<file path="src/rtl/core/oct_atan_pkg.sv">
// ----------------------------------------------------------------------------
// oct_atan_pkg
// Shared constants and types of the octant arctangent pipeline.
// ----------------------------------------------------------------------------
`default_nettype none

package oct_atan_pkg;

   localparam int IN_WIDTH_DEFAULT        = 16;
   localparam int RATIO_FRAC_BITS_DEFAULT = 16;

   // Cubic coefficients in 1/128 degree with 16 fraction bits.
   localparam int COEF_WIDTH = 32;
   localparam logic signed [COEF_WIDTH-1:0] COEF_A = 32'sd495097969;
   localparam logic signed [COEF_WIDTH-1:0] COEF_B = -32'sd85744719;
   localparam logic signed [COEF_WIDTH-1:0] COEF_C = -32'sd31865890;

   localparam int ANGLE_WIDTH = 16;
   localparam int OCT_WIDTH   = 3;
   localparam int FRAC_WIDTH  = 14;
   localparam logic signed [ANGLE_WIDTH:0] EIGHTH_TURN = 17'sd5760;
   localparam logic signed [ANGLE_WIDTH:0] HALF_TURN   = 17'sd23040;
   localparam logic signed [ANGLE_WIDTH:0] FULL_TURN   = 17'sd46080;
   localparam logic signed [COEF_WIDTH-1:0] ROUND_HALF = 32'sd32768;

   typedef struct packed {
      logic [OCT_WIDTH-1:0] octant;
      logic                 zero;
   } oct_ctl_type;

endpackage

`default_nettype wire

</file>
<file path="src/rtl/core/oct_atan_reduce.sv">
// ----------------------------------------------------------------------------
// oct_atan_reduce
// Folds the pair into the first octant and registers it with its octant code.
// ----------------------------------------------------------------------------
`default_nettype none

module oct_atan_reduce
   import oct_atan_pkg::*;
#(
   parameter int IN_WIDTH = IN_WIDTH_DEFAULT
) (
   input  wire logic                       clock,
   input  wire logic                       reset,
   input  wire logic                       in_valid,
   output logic                            in_ready,
   input  wire logic signed [IN_WIDTH-1:0] in_y,
   input  wire logic signed [IN_WIDTH-1:0] in_x,
   output logic                            out_valid,
   input  wire logic                       out_ready,
   output logic [IN_WIDTH:0]               out_y,
   output logic [IN_WIDTH:0]               out_x,
   output oct_ctl_type                     out_ctl
);

   logic                valid_ff;
   logic [IN_WIDTH:0]   y_ff;
   logic [IN_WIDTH:0]   x_ff;
   oct_ctl_type         ctl_ff;
   logic [IN_WIDTH:0]   y_in;
   logic [IN_WIDTH:0]   x_in;
   oct_ctl_type         ctl_in;

   always_comb begin
      logic signed [IN_WIDTH+1:0] ys;
      logic signed [IN_WIDTH+1:0] xs;
      logic signed [IN_WIDTH+1:0] tmp;
      logic [OCT_WIDTH-1:0]       oct;
      ys  = {{2{in_y[IN_WIDTH-1]}}, in_y};
      xs  = {{2{in_x[IN_WIDTH-1]}}, in_x};
      tmp = '0;
      oct = '0;
      if (ys < 0) begin
         ys     = -ys;
         xs     = -xs;
         oct[2] = 1'b1;
      end
      if (xs <= 0) begin
         tmp    = xs;
         xs     = ys;
         ys     = -tmp;
         oct[1] = 1'b1;
      end
      if (xs <= ys) begin
         tmp    = ys - xs;
         xs     = xs + ys;
         ys     = tmp;
         oct[0] = 1'b1;
      end
      // After folding both values are non-negative and y never exceeds x.
      y_in          = ys[IN_WIDTH:0];
      x_in          = xs[IN_WIDTH:0];
      ctl_in.octant = oct;
      ctl_in.zero   = (in_y == '0) && (in_x == '0);
   end

   assign in_ready = !valid_ff || out_ready;

   always_ff @(posedge clock) begin
      if (reset) begin
         valid_ff <= 1'b0;
      end else if (in_ready) begin
         valid_ff <= in_valid;
      end
   end

   always_ff @(posedge clock) begin
      if (in_ready && in_valid) begin
         y_ff   <= y_in;
         x_ff   <= x_in;
         ctl_ff <= ctl_in;
      end
   end

   assign out_valid = valid_ff;
   assign out_y     = y_ff;
   assign out_x     = x_ff;
   assign out_ctl   = ctl_ff;

endmodule

`default_nettype wire

</file>
<file path="src/rtl/core/oct_atan_div.sv">
// ----------------------------------------------------------------------------
// oct_atan_div
// Pipelined restoring divider: one quotient bit of t = y / x per stage.
// ----------------------------------------------------------------------------
`default_nettype none

module oct_atan_div
   import oct_atan_pkg::*;
#(
   parameter int IN_WIDTH        = IN_WIDTH_DEFAULT,
   parameter int RATIO_FRAC_BITS = RATIO_FRAC_BITS_DEFAULT
) (
   input  wire logic                     clock,
   input  wire logic                     reset,
   input  wire logic                     in_valid,
   output logic                          in_ready,
   input  wire logic [IN_WIDTH:0]        in_y,
   input  wire logic [IN_WIDTH:0]        in_x,
   input  wire oct_ctl_type              in_ctl,
   output logic                          out_valid,
   input  wire logic                     out_ready,
   output logic [RATIO_FRAC_BITS:0]      out_ratio,
   output oct_ctl_type                   out_ctl
);

   localparam int STAGES = RATIO_FRAC_BITS + 1;

   logic [STAGES-1:0]          valid_ff;
   logic [STAGES:0]            ready;
   logic [IN_WIDTH:0]          x_ff   [STAGES];
   logic [IN_WIDTH:0]          rem_ff [STAGES];
   logic [RATIO_FRAC_BITS:0]   quot_ff[STAGES];
   oct_ctl_type                ctl_ff [STAGES];

   assign ready[STAGES] = out_ready;

   for (genvar k = 0; k < STAGES; k++) begin : g_stage
      logic                       src_valid;
      logic [IN_WIDTH:0]          src_x;
      logic [IN_WIDTH:0]          src_rem;
      logic [RATIO_FRAC_BITS:0]   src_quot;
      oct_ctl_type                src_ctl;
      logic [IN_WIDTH+1:0]        rem_wide;
      logic [IN_WIDTH+1:0]        diff;
      logic                       qbit;
      logic [IN_WIDTH:0]          rem_in;
      logic [RATIO_FRAC_BITS:0]   quot_in;

      if (k == 0) begin : g_first
         assign src_valid = in_valid;
         assign src_x     = in_x;
         assign src_rem   = in_y;
         assign src_quot  = '0;
         assign src_ctl   = in_ctl;
         // The first bit carries weight one, so the remainder is not doubled.
         assign rem_wide  = {1'b0, src_rem};
      end else begin : g_rest
         assign src_valid = valid_ff[k-1];
         assign src_x     = x_ff[k-1];
         assign src_rem   = rem_ff[k-1];
         assign src_quot  = quot_ff[k-1];
         assign src_ctl   = ctl_ff[k-1];
         assign rem_wide  = {src_rem, 1'b0};
      end

      assign diff    = rem_wide - {1'b0, src_x};
      assign qbit    = rem_wide >= {1'b0, src_x};
      assign rem_in  = qbit ? diff[IN_WIDTH:0] : rem_wide[IN_WIDTH:0];
      assign quot_in = {src_quot[RATIO_FRAC_BITS-1:0], qbit};

      assign ready[k] = !valid_ff[k] || ready[k+1];

      always_ff @(posedge clock) begin
         if (reset) begin
            valid_ff[k] <= 1'b0;
         end else if (ready[k]) begin
            valid_ff[k] <= src_valid;
         end
      end

      always_ff @(posedge clock) begin
         if (ready[k] && src_valid) begin
            x_ff[k]    <= src_x;
            rem_ff[k]  <= rem_in;
            quot_ff[k] <= quot_in;
            ctl_ff[k]  <= src_ctl;
         end
      end
   end

   assign in_ready  = ready[0];
   assign out_valid = valid_ff[STAGES-1];
   assign out_ratio = quot_ff[STAGES-1];
   assign out_ctl   = ctl_ff[STAGES-1];

endmodule

`default_nettype wire

</file>
<file path="src/rtl/core/oct_atan_poly.sv">
// ----------------------------------------------------------------------------
// oct_atan_poly
// Horner evaluation of the cubic, one multiply per stage, then octant offset,
// wrap and rounding into the output register; a (0, 0) pair gives angle zero.
// ----------------------------------------------------------------------------
`default_nettype none

module oct_atan_poly
   import oct_atan_pkg::*;
#(
   parameter int RATIO_FRAC_BITS = RATIO_FRAC_BITS_DEFAULT
) (
   input  wire logic                          clock,
   input  wire logic                          reset,
   input  wire logic                          in_valid,
   output logic                               in_ready,
   input  wire logic [RATIO_FRAC_BITS:0]      in_ratio,
   input  wire oct_ctl_type                   in_ctl,
   output logic                               out_valid,
   input  wire logic                          out_ready,
   output logic signed [ANGLE_WIDTH-1:0]      out_angle
);

   localparam int PROD_WIDTH = COEF_WIDTH + RATIO_FRAC_BITS + 2;

   logic [3:0] valid_ff;
   logic [4:0] ready;

   logic signed [RATIO_FRAC_BITS+1:0] t1_ff, t2_ff;
   oct_ctl_type                       ctl1_ff, ctl2_ff, ctl3_ff;
   logic signed [PROD_WIDTH-1:0]      prod1_ff, prod2_ff, prod3_ff;
   logic signed [ANGLE_WIDTH-1:0]     angle_ff;

   logic signed [RATIO_FRAC_BITS+1:0] t0;
   logic signed [PROD_WIDTH-1:0]      prod1_in, prod2_in, prod3_in;
   logic signed [PROD_WIDTH-1:0]      sh1, sh2, sh3;
   logic signed [COEF_WIDTH-1:0]      h1, h2, d, d_round;
   logic signed [ANGLE_WIDTH:0]       ang;
   logic signed [ANGLE_WIDTH-1:0]     angle_in;

   assign ready[4] = out_ready;
   for (genvar k = 0; k < 4; k++) begin : g_ready
      assign ready[k] = !valid_ff[k] || ready[k+1];
   end
   assign in_ready = ready[0];

   assign t0       = {1'b0, in_ratio};
   assign prod1_in = PROD_WIDTH'(COEF_C) * PROD_WIDTH'(t0);

   assign sh1      = prod1_ff >>> RATIO_FRAC_BITS;
   assign h1       = sh1[COEF_WIDTH-1:0] + COEF_B;
   assign prod2_in = PROD_WIDTH'(h1) * PROD_WIDTH'(t1_ff);

   assign sh2      = prod2_ff >>> RATIO_FRAC_BITS;
   assign h2       = sh2[COEF_WIDTH-1:0] + COEF_A;
   assign prod3_in = PROD_WIDTH'(h2) * PROD_WIDTH'(t2_ff);

   // The fraction is in [0, 45 degrees], so only a small slice survives rounding.
   assign sh3      = prod3_ff >>> RATIO_FRAC_BITS;
   assign d        = sh3[COEF_WIDTH-1:0];
   assign d_round  = (d + ROUND_HALF) >>> 16;

   always_comb begin
      ang = EIGHTH_TURN * $signed({1'b0, ctl3_ff.octant})
            + $signed({{(ANGLE_WIDTH+1-FRAC_WIDTH){1'b0}}, d_round[FRAC_WIDTH-1:0]});
      if (ang > HALF_TURN) begin
         ang = ang - FULL_TURN;
      end
      angle_in = ctl3_ff.zero ? '0 : ang[ANGLE_WIDTH-1:0];
   end

   always_ff @(posedge clock) begin
      if (reset) begin
         valid_ff <= '0;
      end else begin
         if (ready[0]) valid_ff[0] <= in_valid;
         if (ready[1]) valid_ff[1] <= valid_ff[0];
         if (ready[2]) valid_ff[2] <= valid_ff[1];
         if (ready[3]) valid_ff[3] <= valid_ff[2];
      end
   end

   always_ff @(posedge clock) begin
      if (ready[0] && in_valid) begin
         prod1_ff <= prod1_in;
         t1_ff    <= t0;
         ctl1_ff  <= in_ctl;
      end
      if (ready[1] && valid_ff[0]) begin
         prod2_ff <= prod2_in;
         t2_ff    <= t1_ff;
         ctl2_ff  <= ctl1_ff;
      end
      if (ready[2] && valid_ff[1]) begin
         prod3_ff <= prod3_in;
         ctl3_ff  <= ctl2_ff;
      end
      if (ready[3] && valid_ff[2]) begin
         angle_ff <= angle_in;
      end
   end

   assign out_valid = valid_ff[3];
   assign out_angle = angle_ff;

endmodule

`default_nettype wire

</file>
<file path="src/rtl/core/octant_atan2_approximation_core.sv">
// ----------------------------------------------------------------------------
// octant_atan2_approximation_core
// Four-quadrant arctangent of (y, x) in 1/128 degree via octant folding,
// a pipelined divider and a Horner cubic.
// ----------------------------------------------------------------------------
// Pipeline: one folding stage, one divider stage per quotient bit, three multiply
// stages and the output stage.
// Throughput: one item per cycle while the output is not stalled; every stage
// holds its item and fills bubbles while the output is stalled.
// Reset: synchronous, active high; clears all valid bits, payload is not reset.
`default_nettype none

module octant_atan2_approximation_core
   import oct_atan_pkg::*;
#(
   parameter int IN_WIDTH        = IN_WIDTH_DEFAULT,
   parameter int RATIO_FRAC_BITS = RATIO_FRAC_BITS_DEFAULT
) (
   input  wire logic                                 clock,
   input  wire logic                                 reset,
   input  wire logic                                 req_tvalid,
   output logic                                      req_tready,
   // Fields from bit 0: y_value, x_value, zero fill to whole bytes.
   input  wire logic [((2*IN_WIDTH+7)/8)*8-1:0]      req_tdata,
   output logic                                      rsp_tvalid,
   input  wire logic                                 rsp_tready,
   // Fields from bit 0: angle_deg.
   output logic [ANGLE_WIDTH-1:0]                    rsp_tdata
);

   logic                       red_valid, red_ready;
   logic [IN_WIDTH:0]          red_y, red_x;
   oct_ctl_type                red_ctl;
   logic                       div_valid, div_ready;
   logic [RATIO_FRAC_BITS:0]   div_ratio;
   oct_ctl_type                div_ctl;
   logic signed [ANGLE_WIDTH-1:0] angle;

   oct_atan_reduce #(
      .IN_WIDTH (IN_WIDTH)
   ) u_reduce (
      .clock     (clock),
      .reset     (reset),
      .in_valid  (req_tvalid),
      .in_ready  (req_tready),
      .in_y      ($signed(req_tdata[IN_WIDTH-1:0])),
      .in_x      ($signed(req_tdata[2*IN_WIDTH-1:IN_WIDTH])),
      .out_valid (red_valid),
      .out_ready (red_ready),
      .out_y     (red_y),
      .out_x     (red_x),
      .out_ctl   (red_ctl)
   );

   oct_atan_div #(
      .IN_WIDTH        (IN_WIDTH),
      .RATIO_FRAC_BITS (RATIO_FRAC_BITS)
   ) u_div (
      .clock     (clock),
      .reset     (reset),
      .in_valid  (red_valid),
      .in_ready  (red_ready),
      .in_y      (red_y),
      .in_x      (red_x),
      .in_ctl    (red_ctl),
      .out_valid (div_valid),
      .out_ready (div_ready),
      .out_ratio (div_ratio),
      .out_ctl   (div_ctl)
   );

   oct_atan_poly #(
      .RATIO_FRAC_BITS (RATIO_FRAC_BITS)
   ) u_poly (
      .clock     (clock),
      .reset     (reset),
      .in_valid  (div_valid),
      .in_ready  (div_ready),
      .in_ratio  (div_ratio),
      .in_ctl    (div_ctl),
      .out_valid (rsp_tvalid),
      .out_ready (rsp_tready),
      .out_angle (angle)
   );

   assign rsp_tdata = angle;

endmodule

`default_nettype wire

</file>
<file path="config.mk">
export PLATFORM = sky130hd
export DESIGN_NAME = octant_atan2_approximation_core
export DESIGN_NICKNAME = d
export VERILOG_FILES = /design/src/rtl/core/oct_atan_pkg.sv /design/src/rtl/core/oct_atan_reduce.sv /design/src/rtl/core/oct_atan_div.sv /design/src/rtl/core/oct_atan_poly.sv /design/src/rtl/core/octant_atan2_approximation_core.sv
export SDC_FILE = /design/constraint.sdc
export NUM_CORES = 2
export LEC_CHECK = 0
export BUFFER_PORTS_ARGS = -buffer_cell sky130_fd_sc_hd__buf_2
export CAP_MARGIN = 0
export CORE_UTILIZATION = 68
export CTS_CLUSTER_SIZE = 10
export DETAILED_ROUTE_END_ITERATION = 10
export PLACE_DENSITY = 0.85
export SYNTH_ARGS = -nofsm -noshare
export SYNTH_HDL_FRONTEND = slang
export SYNTH_SLANG_ARGS = --single-unit
</file>
<file path="constraint.sdc">
create_clock -name clock -period 15.9 [get_ports clock]
set_input_delay 3.18 -clock clock [delete_from_list [all_inputs] [get_ports clock]]
set_output_delay 3.18 -clock clock [all_outputs]
set_load 0.005 [all_outputs]
</file>
# Yosys cells after proc, flatten, opt, wreduce, memory -nomap -nowiden
# Memories as Yosys holds them, arrays and structs flattened. A register that Yosys moved wholly into a read port is not among the register bits.
# Index checks and enable logic that the tools add are counted.
[op_classes]
muxes = 61
mul = 4
n_reduce_logical = 69
add_sub_neg = 27
magnitude_cmp = 21
[op_table]
columns = ["op", "n"]
rows = [
  ["$mux W17", 19],
  ["$sub A17 B17 Y17", 18],
  ["$ge A18 B17 Y1", 16],
  ["$mux W18", 4],
  ["$mul A32 B18 Y48", 1],
  ["$mul A32 B18 Y46", 1],
  ["$mul A25 B18 Y43 const A", 1],
  ["$mux W1", 37],
  ["$neg A16 Y18", 2],
  ["$add A32 B29 Y32 const B", 1],
  ["$logic_not A16 Y1", 2],
  ["$add A30 B17 Y30 const B", 1],
  ["$add A28 B28 Y29 const B", 1],
  ["$logic_and A1 B1 Y1", 23],
  ["$logic_not A1 Y1", 22],
  ["$logic_or A1 B1 Y1", 22],
  ["$le A18 B1 Y1 const B", 1],
  ["$le A18 B18 Y1", 1],
  ["$neg A18 Y18", 1],
  ["$add A16 B14 Y17", 1],
  ["$add A17 B17 Y17", 1],
  ["$ge A17 B17 Y1", 1],
  ["$gt A17 B16 Y1 const B", 1],
  ["$lt A16 B1 Y1 const B", 1],
  ["3 further kinds", 3],
]
[word_totals]
in_bits = 36
n_memories = 4
ramBits = 935
ff_bits = 255
out_inout_bits = 18
wordCells = 222
[memory_table]
columns = ["name", "depth", "width", "read_ports", "rd_ports_with_merged_regs", "write_ports", "line", "source"]
rows = [
  ["u_div.quot_ff", 17, 17, 17, 0, 17, "oct_atan_div.sv:32", "logic [RATIO_FRAC_BITS:0] quot_ff[STAGES];"],
  ["u_div.rem_ff", 17, 17, 16, 0, 17, "oct_atan_div.sv:31", "logic [IN_WIDTH:0] rem_ff [STAGES];"],
  ["u_div.x_ff", 17, 17, 16, 0, 17, "oct_atan_div.sv:30", "logic [IN_WIDTH:0] x_ff [STAGES];"],
  ["u_div.ctl_ff", 17, 4, 17, 1, 17, "oct_atan_div.sv:33", "oct_ctl_type ctl_ff [STAGES];"],
]

# Logic depth before layout (Yosys ltp)
[logic_depth]
word_depth = 25
ltp_mapped = 33
depth_no_buf = 32

# Cells and area by module
# A second synthesis with hierarchy kept.
[unflattened]
hier_cells = 8936
area_unflattened_um2 = 93872.5
[by_module_without_submodules]
columns = ["mod", "instances", "area_per_inst_um2", "seq_area_each_um2", "cells_per_inst"]
rows = [
  ["oct_atan_poly", 1, 48371.4, 4194.0, 5104],
  ["oct_atan_div", 1, 40413.8, 23312.4, 3214],
  ["oct_atan_reduce", 1, 5087.4, 1161.1, 618],
]

# Worst setup path after synthesis
# OpenSTA, ideal clock, no wires.
[synth_timing]
path_kind = "register to register"
from = "reg u_poly.prod1_ff[16]"
to = "reg u_poly.prod2_ff[42] (data pin)"
t_arrival_ns = 8.363
required_ns = 15.642
setup_ns = 0.258
synth_period_minus_slack_ns = 8.620
path_slack_ns = 7.280
n_path_buf = 2
path_stages_with_launch = 33
path_cell_list = "edfxtp_1 ha_1 and3_1 o31a_1 nor2b_1 nor2_1 o21a_1 nor2b_1 nor2_1 or4_1 a21oi_1 or3b_2 clkbuf_1 clkbuf_1 nand2_1 fa_1 inv_1 fa_1 fa_1 fa_1 fa_1 inv_1 fa_1 inv_1 ha_1 o21a_1 o2111ai_1 o21ai_0 and2_1 a21o_1 a31o_2 a21oi_1 xnor2_1"
[synth_via]
elab_chain_cells = 2
[synth_rtl]
columns = ["element", "line", "source"]
rows = [
  ["start: declaration", "oct_atan_poly.sv:31", "logic signed [PROD_WIDTH-1:0] prod1_ff, prod2_ff, prod3_ff;"],
  ["start signal: assignment", "oct_atan_poly.sv:85", "prod1_ff <= prod1_in;"],
  ["$add A28 B28 Y29", "oct_atan_poly.sv:51", "assign h1 = sh1[COEF_WIDTH-1:0] + COEF_B;"],
  ["$mul A32 B18 Y48", "oct_atan_poly.sv:52", "assign prod2_in = PROD_WIDTH'(h1) * PROD_WIDTH'(t1_ff);"],
  ["via u_poly.prod2_in[42]", "oct_atan_poly.sv:35", "logic signed [PROD_WIDTH-1:0] prod1_in, prod2_in, prod3_in;"],
  ["end signal: assignment", "oct_atan_poly.sv:90", "prod2_ff <= prod2_in;"],
  ["end: declaration", "oct_atan_poly.sv:31", ""],
]
# The timed path passes the listed nets, and every way through them passes these cells.
# A chain may end at the register's enable or synchronous reset.

# Final worst setup path
[layout_timing]
from = "reg u_poly.prod2_ff[16]"
to = "reg u_poly.prod3_ff[45] (data pin)"
[layout_via]
elab_chain_cells = 2
[layout_rtl]
columns = ["element", "line", "source"]
rows = [
  ["$add A32 B29 Y32", "oct_atan_poly.sv:55", "assign h2 = sh2[COEF_WIDTH-1:0] + COEF_A;"],
  ["$mul A32 B18 Y46", "oct_atan_poly.sv:56", "assign prod3_in = PROD_WIDTH'(h2) * PROD_WIDTH'(t2_ff);"],
  ["via u_poly.prod3_in[45]", "oct_atan_poly.sv:35", ""],
  ["end signal: assignment", "oct_atan_poly.sv:95", "prod3_ff <= prod3_in;"],
  ["end: declaration", "oct_atan_poly.sv:31", ""],
]
# The timed path passes the listed nets, and every way through them passes these cells.

==> run_results.csv <==
group,metric,value,unit
outcome,status,"complete, no violations",
placement,dp_hpwl,159,mm
floorplanning,fp.dieArea,137000,µm²
drt,vias,63000,
placement,gp_congestion,0.951,
synthesis,syn_area,92000,µm²
critical_path,ff2ff_path_depth,31,
clock_network,clkTransAtPathRegs,0.06,ns
drt,dr.pass1.iters,6,
min_path,hold_end,"u_div.quot_ff[0][189]$_DFFE_PP_",
sta,finalSetupTns,0,ns
synthesis,post_synth.cell_area_avg,10.5,µm²
power,p_per_area,58.6,nW/µm²
global_route,grt_pass1_wl,348,mm
critical_path,cpMaxStageDelayCell,"o21ai_0",
min_path,holdPathStages,0,
synthesis,ys_warn_count,0,
synthesis,synth_cell_types,87,
power,power.total,5.74,mW
synthesis,synth_edf_count,940,
floorplanning,io_pins,54,
critical_path,worst_ep_arrival_time,10.49,ns
drt,via_per_inst,5.92,
critical_path,worstSetupStartpointType,"register",
floorplanning,start_util,68.7,%
clock_network,cts-resized-gates,0,
sta,finalSetupViolCount,0,
clock_network,h-tree-depth,3,
sta,final_hold_viol_count,0,
global_route,grt_remaining_overflow,0,
critical_path,required,16.33,ns
min_path,min_path_type,"register to register",
global_route,antenna_found_initial,0,
synthesis,ys.flop_type,"edfxtp_1",
clock_network,tritoncts,"yes",
sta,worst_pin_slew,1.27,ns
floorplanning,core_area,134000,µm²
drt,ant_nets,0,
sta,post-route-period-util,63.3,%
synthesis,ys_seq_elements,962,
critical_path,r2r_slack,5.84,ns
global_route,grt_pass1_vias,68100,
global_route,grt_max_degree,67,
clock_network,ctsHoldBuffers,0,
clock_network,clkLatencyLatePin,0.75,ns
floorplanning,die_height,370,µm
clock_network,root_buffer,"clkbuf_16",
critical_path,regToRegStartpoint,"u_poly.prod2_ff[16]$_DFFE_PP_",
placement,io_buffers,53,
critical_path,critPathMaxFanout,18,
synthesis,async_flop_share,0,%
min_path,min-delay-start,"u_div.quot_ff[0][171]$_DFFE_PP_",
layout,final_common_cell,"inv_1",
job,cap_violations,0,
drt,post_drt_wl_per_cell,19.9,µm
clock_network,cts_buffer_depth,3,
layout,nets,10800,
critical_path,cpPeakStageDelay,0.86,ns
clock_network,numCtsBuffers,111,
layout,area_delta_synth_final,6.44,%
sta,fin_crit,10.06,ns
drt,wl,212,mm
sta,rsz0062_at_grt,"false",
clock_network,cts_post_setup_buffers_inserted,0,
sta,relSlewSlack,15.6,%
floorplanning,fp.dieW,370,µm
sta,report.final.slew_viol_count,0,
critical_path,reg2reg_to,"u_poly.prod3_ff[45]$_DFFE_PP_",
layout,layout-drive-gt1-share,6.06,%
critical_path,endpoint_kind,"register",
drt,drc_errors,0,
power,power_leakage,44.8,nW
power,ir_worst_vdd,0.129,mV
clock_network,cts_sinks,962,
floorplanning,rows,134,
sta,max_freq,99.4,MHz
critical_path,worstSetupPathType,"register to register",
synthesis,syn_nets,10700,
global_route,track_usage,32.2,%
drt,drt_first_iter_violations,4861,
critical_path,cp_common_cell,"fa_1",
synthesis,ys_seq_area_share,31.1,%
layout,n_fill_cell,8680,
synthesis,postSynthCellCount,8782,
sta,clock_skew,0.0744,ns
layout,layout_common_cells,"1853 x inv_1, 1181 x fa_1, 940 x edfxtp_1",
## registers in the layout (all words and copies together) (netlist names), 16 cells and up
register / count
u_div.x_ff: 272
u_reduce.out_x: 17
u_poly.prod1_ff: 28
u_poly.prod2_ff: 32
u_div.ctl_ff: 68
u_poly.t2_ff: 17
u_poly.t1_ff: 17
u_reduce.out_y: 17
u_div.rem_ff: 272
u_poly.out_angle: 16
u_div.quot_ff: 153
u_div.g_stage.src_valid: 16
## cells in the mapped netlist (12+ instances only)
cell type / instances / area (µm²)
o21a_1: 60 / 450
nor3_1: 96 / 480
fa_1: 1181 / 23600
o211ai_1: 17 / 128
nand2b_1: 45 / 282
a31oi_1: 36 / 225
a21boi_0: 43 / 323
a211oi_1: 14 / 105
or2_2: 20 / 125
a211o_1: 12 / 105
nand4_1: 59 / 369
o21ai_1: 23 / 115
ha_1: 720 / 9010
a21o_1: 121 / 908
nor2b_1: 88 / 551
edfxtp_1: 940 / 28200
and3_1: 40 / 250
nand2_1: 888 / 3330
xnor2_1: 279 / 2440
dfxtp_1: 22 / 440
o21bai_1: 21 / 158
xor2_1: 156 / 1370
mux2i_1: 30 / 300
and4_1: 12 / 105
a31o_2: 25 / 219
inv_1: 1853 / 6960
o21ai_0: 173 / 866
a21oi_1: 320 / 1600
mux2_2: 145 / 1630
nor2_1: 342 / 1280
or3_1: 40 / 250
nor4_1: 22 / 138
o31ai_1: 36 / 270
and2_1: 440 / 2750
nand3_1: 88 / 440
clkbuf_1: 222 / 833
## through the flow
step	cells	utilization (%)	worst slack (ns)	cell area (µm²)	hold WS, ns
2_1_floorplan	8782	-	7.28	92000	0.400
3_3_place_gp	10500	70.7	6.32	94800	0.400
3_5_place_dp	10500	70.7	6.07	94800	0.405
4_1_cts	10600	73.1	5.93	98000	0.400
5_1_grt	10600	73.1	5.30	98000	0.402
6_report	10600	73.1	5.84	98000	0.400
## cell families after synthesis
logic type	after synthesis	share of synthesized area, %
compound gates	993	6.88
xor+xnor	436	4.16
fa+ha+maj	1901	35.5
buf+inv	2088	8.55
flops	962	31.1
mux	177	2.12
other cells	1	0.00407
simple gates	2224	11.7
## worst max-delay path: cells and delay by family, from the launching register on
kind | cells | cell delay, ns
flip-flops | 1 | 0.65
buffers and inverters | 5 | 0.42
AO/OA/AOI/OAI | 10 | 3.38
AND/OR/NAND/NOR | 7 | 1.60
adder cells (fa/ha/maj) | 7 | 3.36
XOR/XNOR | 2 | 0.35
## routing by layer
| metal | up-vias | GRT usage (%) | routed length (µm) |
|---|---|---|---|
| met5 | - | 0 | 0 |
| met1 | 31200 | 38.7 | 78300 |
| li1 | 28200 | - | - |
| met2 | 2758 | 56.9 | 108000 |
| met3 | 782 | 5.18 | 15200 |
| met4 | 0 | 14.7 | 10300 |
## worst max-delay path by stage
stage,cells after the start,start,end,slack (ns)
after global routing,31,u_poly.prod2_ff[16]$_DFFE_PP_,u_poly.prod3_ff[45]$_DFFE_PP_,5.30
final,31,u_poly.prod2_ff[16]$_DFFE_PP_,u_poly.prod3_ff[45]$_DFFE_PP_,5.84
after global placement,31,u_poly.prod2_ff[16]$_DFFE_PP_,u_poly.prod3_ff[45]$_DFFE_PP_,6.32
after floorplan,32,u_poly.prod1_ff[16]$_DFFE_PP_,u_poly.prod2_ff[42]$_DFFE_PP_,7.28
after detailed placement,31,u_poly.prod2_ff[16]$_DFFE_PP_,u_poly.prod3_ff[45]$_DFFE_PP_,6.07
after CTS,31,u_poly.prod2_ff[16]$_DFFE_PP_,u_poly.prod3_ff[45]$_DFFE_PP_,5.93
## power breakdown
group	total (mW)	switching [mW]	internal, mW
clock	2.32	1.00	1.32
combinational	0.578	0.338	0.240
sequential	2.85	0.0332	2.82
## layout make-up
| cell class | count | area [µm²] | share of cell area (%) |
|---|---|---|---|
| antenna | 1 | 2.50 | 0.00255 |
| inverter | 1854 | 6960 | 7.10 |
| tap | 1768 | 2210 | 2.26 |
| clock buffer | 149 | 2950 | 3.01 |
| clock inverter | 19 | 253 | 0.258 |
| sequential | 962 | 28700 | 29.3 |
| multi-input combinational | 5732 | 55900 | 57.0 |
| timing repair buffer | 157 | 1050 | 1.07 |
(Power assumes the default switching activity.)
